File: config.mk
export PLATFORM = sky130hd
export DESIGN_NAME = infix_arith_expression_evaluator
export DESIGN_NICKNAME = d
export VERILOG_FILES = /design/src/design/iaee_pkg.sv /design/src/design/iaee_muldiv.sv /design/src/design/infix_arith_expression_evaluator.sv
export SDC_FILE = /design/constraint.sdc
export NUM_CORES = 1
export LEC_CHECK = 0
export BUFFER_PORTS_ARGS = -buffer_cell sky130_fd_sc_hd__clkbuf_2
export CAP_MARGIN = 20
export CORE_ASPECT_RATIO = 1.4
export CORE_MARGIN = 2
export CORE_UTILIZATION = 46
export CTS_BUF_LIST = sky130_fd_sc_hd__clkbuf_16
export DETAILED_ROUTE_END_ITERATION = 7
export SLEW_MARGIN = 10
export SYNTH_ARGS = -nofsm -noshare
export SYNTH_HDL_FRONTEND = slang
export SYNTH_SLANG_ARGS = --single-unit
File: constraint.sdc
create_clock -name i_clk -period 6.62 [get_ports i_clk]
set_input_delay 0.993 -clock i_clk [delete_from_list [all_inputs] [get_ports i_clk]]
set_output_delay 0.993 -clock i_clk [all_outputs]
set_load 0.03 [all_outputs]
File: src/design/iaee_pkg.sv
// shared types, character codes and helper functions of the infix expression evaluator
// no dependencies; used by the top level, the multiply/divide unit and the checker
package iaee_pkg;

    localparam int VALUE_WIDTH_DEF = 32;
    localparam int TOTAL_WIDTH     = 32;
    localparam int CHAR_WIDTH      = 8;

    localparam logic [CHAR_WIDTH-1:0] CH_PLUS   = 8'h2B;
    localparam logic [CHAR_WIDTH-1:0] CH_MINUS  = 8'h2D;
    localparam logic [CHAR_WIDTH-1:0] CH_TIMES  = 8'h2A;
    localparam logic [CHAR_WIDTH-1:0] CH_DIVIDE = 8'h2F;
    localparam logic [CHAR_WIDTH-1:0] CH_ZERO   = 8'h30;
    localparam logic [CHAR_WIDTH-1:0] CH_NINE   = 8'h39;
    localparam logic [CHAR_WIDTH-1:0] CH_SPACE  = 8'h20;

    typedef enum logic [2:0] {
        OP_PLUS   = 3'd0,
        OP_MINUS  = 3'd1,
        OP_TIMES  = 3'd2,
        OP_DIVIDE = 3'd3,
        OP_DROP   = 3'd4
    } t_op;

    typedef enum logic [2:0] {
        S_IDLE,
        S_DIGIT,
        S_COMMIT,
        S_ADD,
        S_MULDIV,
        S_FINISH,
        S_FINAL,
        S_EMIT
    } t_state;

    typedef enum logic [1:0] {
        MD_IDLE,
        MD_RUN,
        MD_FIX
    } t_md_state;

    typedef struct packed {
        logic start;
        logic is_div;
    } t_md_ctrl;

    function automatic logic is_digit(input logic [CHAR_WIDTH-1:0] c);
        return (c >= CH_ZERO) && (c <= CH_NINE);
    endfunction

    function automatic t_op op_code(input logic [CHAR_WIDTH-1:0] c);
        t_op op;
        unique case (c)
            CH_PLUS:   op = OP_PLUS;
            CH_MINUS:  op = OP_MINUS;
            CH_TIMES:  op = OP_TIMES;
            CH_DIVIDE: op = OP_DIVIDE;
            default:   op = OP_DROP;
        endcase
        return op;
    endfunction

endpackage

File: src/design/iaee_muldiv.sv
// shared multiply / signed divide unit, one operand bit per cycle
// shift-add multiply and restoring divide; depends on iaee_pkg
module iaee_muldiv #(
    parameter int VALUE_WIDTH = iaee_pkg::VALUE_WIDTH_DEF
) (
    input  logic                   i_clk,
    input  logic                   i_rst_n,
    input  iaee_pkg::t_md_ctrl     i_ctrl,
    input  logic [VALUE_WIDTH-1:0] i_a,
    input  logic [VALUE_WIDTH-1:0] i_b,
    output logic [VALUE_WIDTH-1:0] o_result,
    output logic                   o_done
);

    localparam int CW = $clog2(VALUE_WIDTH);
    localparam logic [CW-1:0] LAST_STEP = CW'(VALUE_WIDTH - 1);

    iaee_pkg::t_md_state r_state, n_state;
    logic [VALUE_WIDTH-1:0] r_a, n_a, r_b, n_b, r_acc, n_acc, r_res, n_res;
    logic [CW-1:0]          r_cnt, n_cnt;
    logic                   r_div, n_div, r_neg, n_neg, r_done, n_done;

    logic [VALUE_WIDTH-1:0] w_trial, w_diff, w_mac, w_a_abs, w_b_abs;
    logic                   w_ge;

    // divide: remainder stays below the divisor magnitude, so its top bit is free
    assign w_trial = {r_acc[VALUE_WIDTH-2:0], r_a[VALUE_WIDTH-1]};
    assign w_ge    = (w_trial >= r_b);
    assign w_diff  = w_trial - r_b;
    // multiply: msb of the multiplier first
    assign w_mac   = {r_acc[VALUE_WIDTH-2:0], 1'b0} + (r_b[VALUE_WIDTH-1] ? r_a : '0);
    assign w_a_abs = i_a[VALUE_WIDTH-1] ? (~i_a + VALUE_WIDTH'(1)) : i_a;
    assign w_b_abs = i_b[VALUE_WIDTH-1] ? (~i_b + VALUE_WIDTH'(1)) : i_b;

    always_ff @(posedge i_clk) begin
        if (!i_rst_n) begin
            r_state <= iaee_pkg::MD_IDLE;
            r_cnt   <= '0;
            r_done  <= 1'b0;
        end else begin
            r_state <= n_state;
            r_cnt   <= n_cnt;
            r_done  <= n_done;
        end
    end

    always_ff @(posedge i_clk) begin
        r_a   <= n_a;
        r_b   <= n_b;
        r_acc <= n_acc;
        r_res <= n_res;
        r_div <= n_div;
        r_neg <= n_neg;
    end

    always_comb begin
        n_state = r_state;
        n_a     = r_a;
        n_b     = r_b;
        n_acc   = r_acc;
        n_res   = r_res;
        n_cnt   = r_cnt;
        n_div   = r_div;
        n_neg   = r_neg;
        n_done  = 1'b0;
        unique case (r_state)
            iaee_pkg::MD_IDLE: begin
                if (i_ctrl.start) begin
                    n_div   = i_ctrl.is_div;
                    n_a     = i_ctrl.is_div ? w_a_abs : i_a;
                    n_b     = i_ctrl.is_div ? w_b_abs : i_b;
                    n_neg   = i_a[VALUE_WIDTH-1] ^ i_b[VALUE_WIDTH-1];
                    n_acc   = '0;
                    n_cnt   = '0;
                    n_state = iaee_pkg::MD_RUN;
                end
            end
            iaee_pkg::MD_RUN: begin
                if (r_div) begin
                    n_acc = w_ge ? w_diff : w_trial;
                    n_a   = {r_a[VALUE_WIDTH-2:0], w_ge};
                end else begin
                    n_acc = w_mac;
                    n_b   = {r_b[VALUE_WIDTH-2:0], 1'b0};
                end
                if (r_cnt == LAST_STEP) begin
                    n_cnt   = '0;
                    n_state = iaee_pkg::MD_FIX;
                end else begin
                    n_cnt = r_cnt + CW'(1);
                end
            end
            iaee_pkg::MD_FIX: begin
                if (r_div) begin
                    n_res = r_neg ? (~r_a + VALUE_WIDTH'(1)) : r_a;
                end else begin
                    n_res = r_acc;
                end
                n_done  = 1'b1;
                n_state = iaee_pkg::MD_IDLE;
            end
            default: begin
                n_state = iaee_pkg::MD_IDLE;
            end
        endcase
    end

    assign o_result = r_res;
    assign o_done   = r_done;

endmodule

File: src/design/infix_arith_expression_evaluator.sv
// top level of the streaming infix expression evaluator (+ - * / at usual precedence)
// bit-serial add and times-ten datapath; uses iaee_pkg and iaee_muldiv
//
// Characters of an expression come in one item at a time; the item flagged last
// yields one result with the wrapped total and a divide-by-zero flag. The block
// holds one item at a time: o_stall is low only while it waits for a character.
// A space in the middle of an expression is absorbed without a stall; a digit
// multiplies the running number by ten through a bit-serial shift register.
// Any other character, and the last item, commits the finished number under the
// operator before it: a serial add after + or -, the shared multiply/divide unit
// (one operand bit per cycle) after * or / unless a divide has a zero divisor.
// The last item then adds a serial final sum and a load of the output register,
// which lets the next expression start while a total still waits to be taken.
module infix_arith_expression_evaluator #(
    parameter int VALUE_WIDTH = iaee_pkg::VALUE_WIDTH_DEF
) (
    input  logic                                   i_clk,
    input  logic                                   i_rst_n,
    input  logic                                   i_valid,
    output logic                                   o_stall,
    input  logic [iaee_pkg::CHAR_WIDTH-1:0]        i_char_code,
    input  logic                                   i_is_last,
    output logic                                   o_valid,
    input  logic                                   i_stall,
    output logic signed [iaee_pkg::TOTAL_WIDTH-1:0] o_total,
    output logic                                   o_divide_by_zero
);

    localparam int CW = $clog2(VALUE_WIDTH);
    localparam int TW = iaee_pkg::TOTAL_WIDTH;
    localparam logic [CW-1:0] LAST_STEP = CW'(VALUE_WIDTH - 1);

    iaee_pkg::t_state r_state, n_state;
    iaee_pkg::t_op    r_op, n_op;
    logic [VALUE_WIDTH-1:0] r_sum, n_sum, r_last, n_last, r_cur, n_cur;
    logic                   r_err, n_err;
    logic [CW-1:0]          r_cnt, n_cnt;
    logic [1:0]             r_carry, n_carry;
    logic [2:0]             r_hist, n_hist;
    logic [3:0]             r_dval, n_dval;
    logic [iaee_pkg::CHAR_WIDTH-1:0] r_char, n_char;
    logic                   r_is_last, n_is_last, r_commit, n_commit;
    logic                   r_o_valid, n_o_valid;
    logic signed [iaee_pkg::TOTAL_WIDTH-1:0] r_total, n_total;
    logic                   r_dbz, n_dbz;

    iaee_pkg::t_md_ctrl     w_md_ctrl;
    logic [VALUE_WIDTH-1:0] w_md_result;
    logic                   w_md_done;

    logic                   w_in_accept, w_in_digit, w_cnt_end;
    logic [2:0]             w_dig_sum;
    logic                   w_add_bit, w_add_carry, w_neg_bit, w_neg_carry;
    logic signed [TW-1:0]   w_ext;

    iaee_muldiv #(
        .VALUE_WIDTH(VALUE_WIDTH)
    ) u_muldiv (
        .i_clk   (i_clk),
        .i_rst_n (i_rst_n),
        .i_ctrl  (w_md_ctrl),
        .i_a     (r_last),
        .i_b     (r_cur),
        .o_result(w_md_result),
        .o_done  (w_md_done)
    );

    assign o_stall     = (r_state != iaee_pkg::S_IDLE);
    assign w_in_accept = i_valid && !o_stall;
    assign w_in_digit  = iaee_pkg::is_digit(i_char_code);
    assign w_cnt_end   = (r_cnt == LAST_STEP);

    // times ten plus digit: bit i gets cur[i-1] + cur[i-3] + digit bit + carry
    assign w_dig_sum = {2'b00, r_hist[0]} + {2'b00, r_hist[2]} + {2'b00, r_dval[0]}
                       + {1'b0, r_carry};

    // serial sum add, and serial two's complement of the number for minus
    assign w_add_bit   = r_sum[0] ^ r_last[0] ^ r_carry[0];
    assign w_add_carry = (r_sum[0] & r_last[0]) | (r_carry[0] & (r_sum[0] ^ r_last[0]));
    assign w_neg_bit   = ~r_cur[0] ^ r_carry[1];
    assign w_neg_carry = ~r_cur[0] & r_carry[1];

    assign w_ext = TW'(signed'(r_sum));

    always_ff @(posedge i_clk) begin
        if (!i_rst_n) begin
            r_state   <= iaee_pkg::S_IDLE;
            r_op      <= iaee_pkg::OP_PLUS;
            r_sum     <= '0;
            r_last    <= '0;
            r_cur     <= '0;
            r_err     <= 1'b0;
            r_cnt     <= '0;
            r_o_valid <= 1'b0;
        end else begin
            r_state   <= n_state;
            r_op      <= n_op;
            r_sum     <= n_sum;
            r_last    <= n_last;
            r_cur     <= n_cur;
            r_err     <= n_err;
            r_cnt     <= n_cnt;
            r_o_valid <= n_o_valid;
        end
    end

    always_ff @(posedge i_clk) begin
        r_carry   <= n_carry;
        r_hist    <= n_hist;
        r_dval    <= n_dval;
        r_char    <= n_char;
        r_is_last <= n_is_last;
        r_commit  <= n_commit;
        r_total   <= n_total;
        r_dbz     <= n_dbz;
    end

    always_comb begin
        n_state   = r_state;
        n_op      = r_op;
        n_sum     = r_sum;
        n_last    = r_last;
        n_cur     = r_cur;
        n_err     = r_err;
        n_cnt     = r_cnt;
        n_carry   = r_carry;
        n_hist    = r_hist;
        n_dval    = r_dval;
        n_char    = r_char;
        n_is_last = r_is_last;
        n_commit  = r_commit;
        n_o_valid = r_o_valid && i_stall;
        n_total   = r_total;
        n_dbz     = r_dbz;
        w_md_ctrl = '0;

        unique case (r_state)
            iaee_pkg::S_IDLE: begin
                if (w_in_accept) begin
                    n_char    = i_char_code;
                    n_is_last = i_is_last;
                    n_commit  = (!w_in_digit && (i_char_code != iaee_pkg::CH_SPACE))
                                || i_is_last;
                    n_dval    = 4'(i_char_code - iaee_pkg::CH_ZERO);
                    n_hist    = '0;
                    n_carry   = '0;
                    n_cnt     = '0;
                    if (w_in_digit) begin
                        n_state = iaee_pkg::S_DIGIT;
                    end else if (n_commit) begin
                        n_state = iaee_pkg::S_COMMIT;
                    end
                end
            end
            iaee_pkg::S_DIGIT: begin
                n_cur   = {w_dig_sum[0], r_cur[VALUE_WIDTH-1:1]};
                n_hist  = {r_hist[1:0], r_cur[0]};
                n_carry = w_dig_sum[2:1];
                n_dval  = {1'b0, r_dval[3:1]};
                if (w_cnt_end) begin
                    n_cnt   = '0;
                    n_state = r_commit ? iaee_pkg::S_COMMIT : iaee_pkg::S_IDLE;
                end else begin
                    n_cnt = r_cnt + CW'(1);
                end
            end
            iaee_pkg::S_COMMIT: begin
                unique case (r_op) inside
                    iaee_pkg::OP_PLUS, iaee_pkg::OP_MINUS: begin
                        n_carry = 2'b10;
                        n_state = iaee_pkg::S_ADD;
                    end
                    iaee_pkg::OP_TIMES: begin
                        w_md_ctrl.start = 1'b1;
                        n_state         = iaee_pkg::S_MULDIV;
                    end
                    iaee_pkg::OP_DIVIDE: begin
                        if (r_cur == '0) begin
                            n_err   = 1'b1;
                            n_last  = '0;
                            n_state = iaee_pkg::S_FINISH;
                        end else begin
                            w_md_ctrl.start  = 1'b1;
                            w_md_ctrl.is_div = 1'b1;
                            n_state          = iaee_pkg::S_MULDIV;
                        end
                    end
                    default: begin
                        // unknown operator: the number is discarded
                        n_state = iaee_pkg::S_FINISH;
                    end
                endcase
            end
            iaee_pkg::S_ADD: begin
                n_sum      = {w_add_bit, r_sum[VALUE_WIDTH-1:1]};
                n_last     = {(r_op == iaee_pkg::OP_MINUS) ? w_neg_bit : r_cur[0],
                              r_last[VALUE_WIDTH-1:1]};
                n_cur      = {1'b0, r_cur[VALUE_WIDTH-1:1]};
                n_carry    = {w_neg_carry, w_add_carry};
                if (w_cnt_end) begin
                    n_cnt   = '0;
                    n_state = iaee_pkg::S_FINISH;
                end else begin
                    n_cnt = r_cnt + CW'(1);
                end
            end
            iaee_pkg::S_MULDIV: begin
                if (w_md_done) begin
                    n_last  = w_md_result;
                    n_state = iaee_pkg::S_FINISH;
                end
            end
            iaee_pkg::S_FINISH: begin
                n_cur   = '0;
                n_op    = iaee_pkg::op_code(r_char);
                n_carry = '0;
                n_state = r_is_last ? iaee_pkg::S_FINAL : iaee_pkg::S_IDLE;
            end
            iaee_pkg::S_FINAL: begin
                n_sum   = {w_add_bit, r_sum[VALUE_WIDTH-1:1]};
                n_last  = {1'b0, r_last[VALUE_WIDTH-1:1]};
                n_carry = {1'b0, w_add_carry};
                if (w_cnt_end) begin
                    n_cnt   = '0;
                    n_state = iaee_pkg::S_EMIT;
                end else begin
                    n_cnt = r_cnt + CW'(1);
                end
            end
            iaee_pkg::S_EMIT: begin
                // wait for the output register to free up
                if (!r_o_valid || !i_stall) begin
                    n_o_valid = 1'b1;
                    n_total   = r_err ? '0 : w_ext;
                    n_dbz     = r_err;
                    n_sum     = '0;
                    n_last    = '0;
                    n_cur     = '0;
                    n_op      = iaee_pkg::OP_PLUS;
                    n_err     = 1'b0;
                    n_state   = iaee_pkg::S_IDLE;
                end
            end
            default: begin
                n_state = iaee_pkg::S_IDLE;
            end
        endcase
    end

    assign o_valid          = r_o_valid;
    assign o_total          = r_total;
    assign o_divide_by_zero = r_dbz;

endmodule

# After elaboration in Yosys (flattened, before gate mapping)
# Cells that the tools add are included.
[totals] ff_bits=299 inputBits=13 output_inout_bits=35 word_cells=194
[op_classes] add_sub_neg=11 magnitude_cmp=3 eq_ne=33 n_mux=67 n_bitwise=12 reduce_logical=43
[ops] op="$mux 32" n=18
[ops] op="$pmux 32 s2" n=4
[ops] op="$pmux 32 s5" n=1
[ops] op="$pmux 32 s4" n=1
[ops] op="$add 32x1->32 const B" n=3
[ops] op="$not 32->32" n=3
[ops] op="$add 32x32->32" n=1
[ops] op="$eq 8x6->1 const B" n=4
[ops] op="$ge 32x32->1" n=1
[ops] op="$logic_not 32->1" n=1
[ops] op="$sub 32x32->32" n=1
[ops] op="$mux 3" n=10
[ops] op="$pmux 3 s8" n=1
[ops] op="$mux 5" n=4
[ops] op="$pmux 5 s2" n=2
[ops] op="$reduce_and 2->1" n=10
[ops] op="$ne 2x2->1 const B" n=8
[ops] op="$mux 2" n=7
[ops] op="$eq 3x2->1 const B" n=4
[ops] op="$eq 3x3->1 const B" n=4
[ops] op="$pmux 2 s6" n=1
[ops] op="$pmux 3 s2" n=2
[ops] op="$pmux 3 s4" n=1
[ops] op="$reduce_bool 2->1" n=6
[ops] op="39 further kinds" n=71

# Longest topological paths before layout
# Gate-level depths: netlist of the first run.
[logic_depth] depth_word=9 mapped_depth=14 mapped_depth_nobuf=14

# By module
# Synthesis of the first run repeated with hierarchy kept, for this count alone.
[hier_totals] cells_unflattened=1936 area_unflattened_um2=18261.3
[modules_own_cells] mod="iaee_muldiv" instances=1 cells_each=1322 area_per_inst_um2=11407.2 seq_area_each_um2=4063.9
[modules_own_cells] mod="infix_arith_expression_evaluator" instances=1 cells_each=614 area_per_inst_um2=6854.1 seq_area_each_um2=3743.6

# Least setup slack after synthesis of the first run
# No wires, ideal clock.
[synth_path] kind="register to register" startpoint="register u_muldiv.r_b[31]" endpoint="register u_muldiv.r_acc[30], data pin" setup_time_ns=0.270 arrival_ns=2.950 required_time_ns=6.350 setup_slack_ns=3.400 path_stages_with_launch=15 path_buffers=3 synth_period_minus_slack_ns=3.220 path_cell_list="edfxtp_1 clkbuf_1 clkbuf_1 and2_1 ha_1 clkbuf_1 a21o_1 a21o_1 a221oi_1 o41ai_1 a22o_1 a31oi_1 o21a_1 mux2i_1 a31oi_1"
[synth_via] elab_chain_cells=4 elab_cells_between_ends=6 cone_classes="1 x add/sub; 1 x order compare; 4 x mux"
[synth_lines] item="start, declared" line_no="iaee_muldiv.sv:19" source="logic [VALUE_WIDTH-1:0] r_a, n_a, r_b, n_b, r_acc, n_acc, r_res, n_res;"
[synth_lines] item="start signal, assigned" line_no="iaee_muldiv.sv:49" source="r_b <= n_b;"
[synth_lines] item="$mux 32 / $ge 32x32->1 (equally long branches)" line_no="iaee_muldiv.sv:31, iaee_muldiv.sv:28"
[synth_lines] item="$add 32x32->32 / $mux 32 (equally long branches)" line_no="iaee_muldiv.sv:31, iaee_muldiv.sv:80"
[synth_lines] item="$mux 32 (*)" line_no="iaee_muldiv.sv:79" source="if (r_div) begin"
[synth_lines] item="$pmux 32 s2 (*)" line_no="iaee_muldiv.sv:66" source="unique case (r_state)"
[synth_lines] item="end signal, assigned" line_no="iaee_muldiv.sv:50" source="r_acc <= n_acc;"
[synth_lines] item="end, declared" line_no="iaee_muldiv.sv:19"
# Mark *: on every way between the ends. The rest lies on a longest branch, timed or not.
# A chain may end at the register's enable or synchronous reset.

# Final worst setup path of the first run
[layout_path] startpoint="register u_muldiv.r_a[31]" endpoint="register u_muldiv.r_acc[21], data pin"
[layout_via] elab_chain_cells=4 elab_cells_between_ends=5 cone_classes="1 x add/sub; 1 x order compare; 3 x mux"
[layout_lines] item="start, declared" line_no="iaee_muldiv.sv:19"
[layout_lines] item="start signal, assigned" line_no="iaee_muldiv.sv:48" source="r_a <= n_a;"
[layout_lines] item="$sub 32x32->32 / $ge 32x32->1 (equally long branches)" line_no="iaee_muldiv.sv:29, iaee_muldiv.sv:28"
[layout_lines] item="$mux 32 (*)" line_no="iaee_muldiv.sv:80" source="n_acc = w_ge ? w_diff : w_trial;"
[layout_lines] item="$mux 32 (*)" line_no="iaee_muldiv.sv:79"
[layout_lines] item="$pmux 32 s2 (*)" line_no="iaee_muldiv.sv:66"
# Marked as above.

==> results of run 1 <==
## worst max-delay path: cells and delay by family, from the launching register on
kind	cells	cell delay, ps
DFF	1	420
adders and majority gates	2	410
AOI/OAI and AO/OA	5	2060
and+or+nand+nor	2	130
muxes	2	510
buffers and inverters	2	540
## registers in the layout, summed over array words and instances, names as in the netlist, 3 cells and up
register and count:
u_muldiv.r_cnt 5, r_op 3, r_state 3, r_last 32, u_muldiv.r_acc 32, r_cur 32, r_char 8, o_total 32
u_muldiv.r_a 32, r_cnt 5, r_hist 3, r_sum 32, u_muldiv.r_b 32, u_muldiv.o_result 32, r_dval 4
## Yosys cell counts, types with 10 or more instances
cell	count
nand3b_1	33
nor3_1	30
o21ai_0	114
nand2b_1	12
nand2_1	207
o21a_1	13
ha_1	71
o21ai_1	10
a21o_1	28
o31ai_1	28
xnor2_1	61
mux2i_1	20
edfxtp_1	182
nor2_1	151
dfxtp_1	117
xor2_1	83
o211a_1	33
clkbuf_1	99
buf_2	14
a22oi_1	67
a211oi_1	17
nor2b_1	58
mux2_2	16
nand4_1	15
a21oi_1	162
a31oi_1	19
and2_1	38
nand3_1	21
inv_1	66
or3_1	19
o41ai_1	11
## report_power, final
part / total (mW) / internal (mW) / switching (mW)
combinational: 0.710 / 0.249 / 0.461
clock: 1.78 / 1.01 / 0.775
sequential: 2.24 / 2.08 / 0.156
total: 4.73 / 3.34 / 1.39
## final cells by class
| cell class | count | area share, % |
|---|---|---|
| tap | 522 | 3.32 |
| clock buffer | 35 | 4.45 |
| sequential | 299 | 39.7 |
| timing repair buffer | 67 | 2.06 |
| multi-input combinational | 1461 | 48.4 |
| clock inverter | 26 | 0.826 |
| inverter | 67 | 1.28 |
## metal layers
layer	wire length (um)	vias up	share of wire, %	global-route usage [%]
met4	2040	0	4.4	10.2
met1	19300	6938	41	27.9
met5	0	-	0	0
met2	24000	250	51	41.0
li1	-	7047	-	-
met3	1460	102	3.1	2.52
## per-stage QoR
stage	util, %	worst slack, ps	cell area, um2
finish	51.1	2280	19700
global route	51.1	1930	19700
CTS	51.1	2270	19700
detailed placement	48.4	2270	18600
global placement	48.4	2400	18600
floorplan	-	3400	18000
## worst paths after layout
kind,from,end,slack [ps],cells after the start
worst min-delay path,u_muldiv.r_cnt[3]$_SDFFE_PN0P_,u_muldiv.r_cnt[3]$_SDFFE_PN0P_,460,1
worst min register to register,u_muldiv.r_cnt[3]$_SDFFE_PN0P_,u_muldiv.r_cnt[3]$_SDFFE_PN0P_,460,1
worst max-delay path,u_muldiv.r_a[31]$_DFFE_PP_,u_muldiv.r_acc[21]$_SDFFCE_PN0P_,2280,13
worst max register to register,u_muldiv.r_a[31]$_DFFE_PP_,u_muldiv.r_acc[21]$_SDFFCE_PN0P_,2280,13
## cell families (layout without fill, tap and decap cells)
| group | count (synthesis) | in the layout | share of synthesized area [%] |
|---|---|---|---|
| compound gates | 563 | 563 | 20.3 |
| mux | 36 | 36 | 2.11 |
| fa+ha+maj | 76 | 76 | 5.49 |
| xor+xnor | 144 | 144 | 7.00 |
| flops | 299 | 299 | 43.4 |
| simple gates | 642 | 642 | 17.8 |
| buf+inv | 186 | 195 | 3.99 |
==> impl_metrics.ini, run 1 <==
[outcome]
status = finished clean

[finish]
drive_above_1_share_pct = 8.39
multi_input_area_um2 = 9530
fillers = 3646
diodes = 0
final_cell_mix = 207 x nand2_1, 182 x edfxtp_1, 161 x a21oi_1
nets = 2019
layoutNonFillerInstCount = 2477
layout_commonest_cell = nand2_1
regArea_um2 = 7810
area_delta_synth_final_pct = 9.32

[timing]
fmax_mhz = 230
tns_ps = 0
maxSlewHeadroom_pct = 33.4
worst_pin_slew_ps = 999
hold_ws_ps = 458
finalHoldViolations = 0
finClkSkew_ps = 15.1
final_max_slew_viol_count = 0
fin_crit_sh_pct = 65.5
post-route-min-period_ps = 4340
setup_viol = 0
rsz0062_at_grt = no

[grt]
grt_pass1_wl_um = 74600
grt_pass1_vias = 13800
track_usage_pct = 23.0
grt_max_degree = 89
grt_overflow = 0
antenna_found_initial = 0

[setup_path]
arrival_ps = 4600
crit_required_ps = 6890
critPathMaxStageDelay_ps = 660
path_max_fanout = 25
cp_slowest_cell = a21oi_4
cp-end-kind = register
crit_path_start_kind = register
worstPathCellList = inv_1 -> ha_1 -> fa_1 -> nor2b_1 -> o2111ai_1 -> a31oi_1 -> o31ai_1 -> o41ai_1 -> a21oi_4 -> buf_4 -> mux2_2 -> mux2i_1 -> nor2_1
crit_type = register to register

[cts]
clock-sinks = 299
cts_tree = yes
post_cts_buffers = 0
clock_latency_ps = 530
root_buffer = clkbuf_16
tritoncts.num_buffers = 34
postCtsHoldBufs = 0
cts_max_level = 2
clock_path_buffers = 3
clk_pin_slew_worst_paths_ps = 60
post_cts_resized = 0

[synthesis]
synth-seq-cells = 299
synthCells = 1946
yosysTopAreaCell = edfxtp_1
synth_area_leaders = edfxtp_1 30%, dfxtp_1 13%, ha_1 4.9%
synthArstFlopShare_pct = 0
synth-seq-area-share_pct = 43.4
synth_cell_types = 79
yosys_warnings = 0
avgSynthCellArea_um2 = 9.25
synth_area_um2 = 18000
synth_nets = 2035
synth-edff-count = 182
ys.flop_type = edfxtp_1
yosysTopAreaCellShare_pct = 30.3

[drt]
drc_errors = 0
routed_wl_um = 46800
drt-initial-drc-count = 831
avgViaCountPerCell = 5.79
wl_per_cell_um = 18.9
vias = 14300
ant_nets = 0
firstDrtPassIters = 5

[floorplanning]
pin_count = 48
rows = 85
die_area_um2 = 40800
die_w_um = 171
fp.dieH_um = 238
initial_core_util_pct = 46.8
coreArea_um2 = 38500

[placed_design]
dp_cells = 2415
detailed_place_hpwl_um = 34000
gp_congestion = 0.904
port_buffers = 47

[power_and_ir_drop]
leakage_nw = 7.60
peakVddDrop_mv = 0.232
totalPowerFinal_mw = 4.73
p_per_area_nw_per_um2 = 240

[run]
cap_violations = 0

[hold_path]
hp-class = register to register
Note: power is estimated with default switching activity, not from simulation.
==> run 2: changes to the inputs <==
Clock period 6.62 ns to 4 ns, I/O delays scaled along.
==> impl_metrics.ini, run 2 (synthesis results as in run 1) <==
[timing]
fmax_mhz = 270
final_max_slew_viol_count = 0
post-route-min-period_ps = 3700
rsz0062_at_grt = no
maxSlewHeadroom_pct = 40.3
fin_crit_sh_pct = 92.5
worst_pin_slew_ps = 873
setup_viol = 0
finalHoldViolations = 0
finClkSkew_ps = 18.8
tns_ps = 0

[setup_path]
rr_worst_depth = 12
cp_slowest_cell = a2111oi_0
r2r_start = u_muldiv.r_b[31]$_DFFE_PP_
arrival_ps = 4050
crit_path_start_kind = register
path_max_fanout = 26
reg2reg_to = u_muldiv.r_acc[31]$_SDFFCE_PN0P_
cp-end-kind = register
cpMostUsedCell = a21o_1
crit_path_end = u_muldiv.r_acc[31]$_SDFFCE_PN0P_
crit_type = register to register
crit_start = u_muldiv.r_b[31]$_DFFE_PP_
rrSetupSlack_ps = 300
worstPathCellList = buf_4 -> and2_1 -> ha_1 -> a21o_1 -> a21o_1 -> a2111oi_0 -> o31ai_1 -> nor2b_1 -> o21ai_0 -> a21oi_1 -> xnor2_1 -> o221a_2
critPathMaxStageDelay_ps = 790
crit_required_ps = 4350

[placed_design]
detailed_place_hpwl_um = 33900
dpl_cell_area_um2 = 18800
port_buffers = 47
gp_congestion = 0.886
dp_cells = 2435

[finish]
drive_above_1_share_pct = 9.58
area_delta_synth_final_pct = 10.4
layoutNonFillerInstCount = 2495
final_cell_mix = 207 x nand2_1, 182 x edfxtp_1, 161 x a21oi_1
layout_commonest_cell = nand2_1
diodes = 0
nets = 2037
final_area_um2 = 19900

[floorplanning]
die_area_um2 = 40800
fp.dieH_um = 238
rows = 85
initial_core_util_pct = 46.8
die_w_um = 171
pin_count = 48
coreArea_um2 = 38500

[grt]
grt_pass1_wl_um = 74500
grt_max_degree = 91
grt_overflow = 0
track_usage_pct = 22.7
antenna_found_initial = 0
grt_pass1_vias = 14300

[cts]
postCtsHoldBufs = 0
clock_path_buffers = 3
cts_tree = yes
clock-sinks = 299
tritoncts.num_buffers = 31
clock_latency_ps = 600
clk_pin_slew_worst_paths_ps = 70
cts_max_level = 1
root_buffer = clkbuf_16

[drt]
ant_nets = 0
vias = 14300
drt-initial-drc-count = 897
routed_wl_um = 46100
drc_errors = 0
avgViaCountPerCell = 5.75
wl_per_cell_um = 18.5
firstDrtPassIters = 5

[power_and_ir_drop]
peakVddDrop_mv = 0.499
p_per_area_nw_per_um2 = 396
leakage_nw = 7.69

[hold_path]
hp-class = input port to register

[outcome]
status = finished clean

[run]
cap_violations = 0
[run 2: power breakdown]
group          internal, mW  switching [mW]  total (mW)
clock                  1.63            1.27        2.89
combinational         0.477           0.885        1.36
sequential             3.45           0.169        3.62
total                  5.55            2.32        7.87
[run 2: worst min-delay path by stage]
stage	from	endpoint	slack, ps	cells past startpoint
2_1_floorplan	u_muldiv.r_cnt[3]$_SDFFE_PN0P_	u_muldiv.r_cnt[3]$_SDFFE_PN0P_	420	1
3_3_place_gp	u_muldiv.r_cnt[3]$_SDFFE_PN0P_	u_muldiv.r_cnt[3]$_SDFFE_PN0P_	450	1
3_5_place_dp	u_muldiv.r_cnt[3]$_SDFFE_PN0P_	u_muldiv.r_cnt[3]$_SDFFE_PN0P_	460	1
4_1_cts	i_char_code[5]	r_char[5]$_DFFE_PP_	170	1
5_1_grt	i_char_code[6]	r_char[6]$_DFFE_PP_	190	1
6_report	i_char_code[6]	r_char[6]$_DFFE_PP_	200	1
[run 2: stage by stage]
step,utilization (%),total power [mW],hold WS [ps],setup WS [ps]
floorplan,-,4.58,423,780
global placement,48.8,5.00,447,374
detailed placement,48.9,5.04,463,200
CTS,51.5,7.96,168,156
global route,51.6,8.22,187,169
finish,51.6,7.87,203,298
[run 2: final cells by class]
cell class,instances,area (um2)
fill,3645,18600
tap,522,653
clock inverter,25,190
clock buffer,33,826
timing repair buffer,88,613
inverter,67,251
sequential,299,7810
multi-input combinational,1461,9540
[run 2: metal layers]
layer / share of wire, % / vias up / GRT usage [%]
met3: 3.3 / 101 / 2.60
met4: 4.1 / 0 / 9.30
met5: 0 / - / 0
met2: 52 / 259 / 41.3
met1: 41 / 6911 / 26.8
li1: - / 7068 / -
[run 2: timing repair]
item,in CTS,in global routing
resized for setup,0,1
setup buffers,0,0
setup endpoints to repair,0,4
[run 2: critical path, delay by kind of cell (launching register included)]
family | cells | cell delay [ps]
AOI/OAI and AO/OA | 7 | 1890
DFF | 1 | 460
and+or+nand+nor | 2 | 360
adders and majority gates | 1 | 350
buffers and inverters | 1 | 250
xor gates and xnor gates | 1 | 150
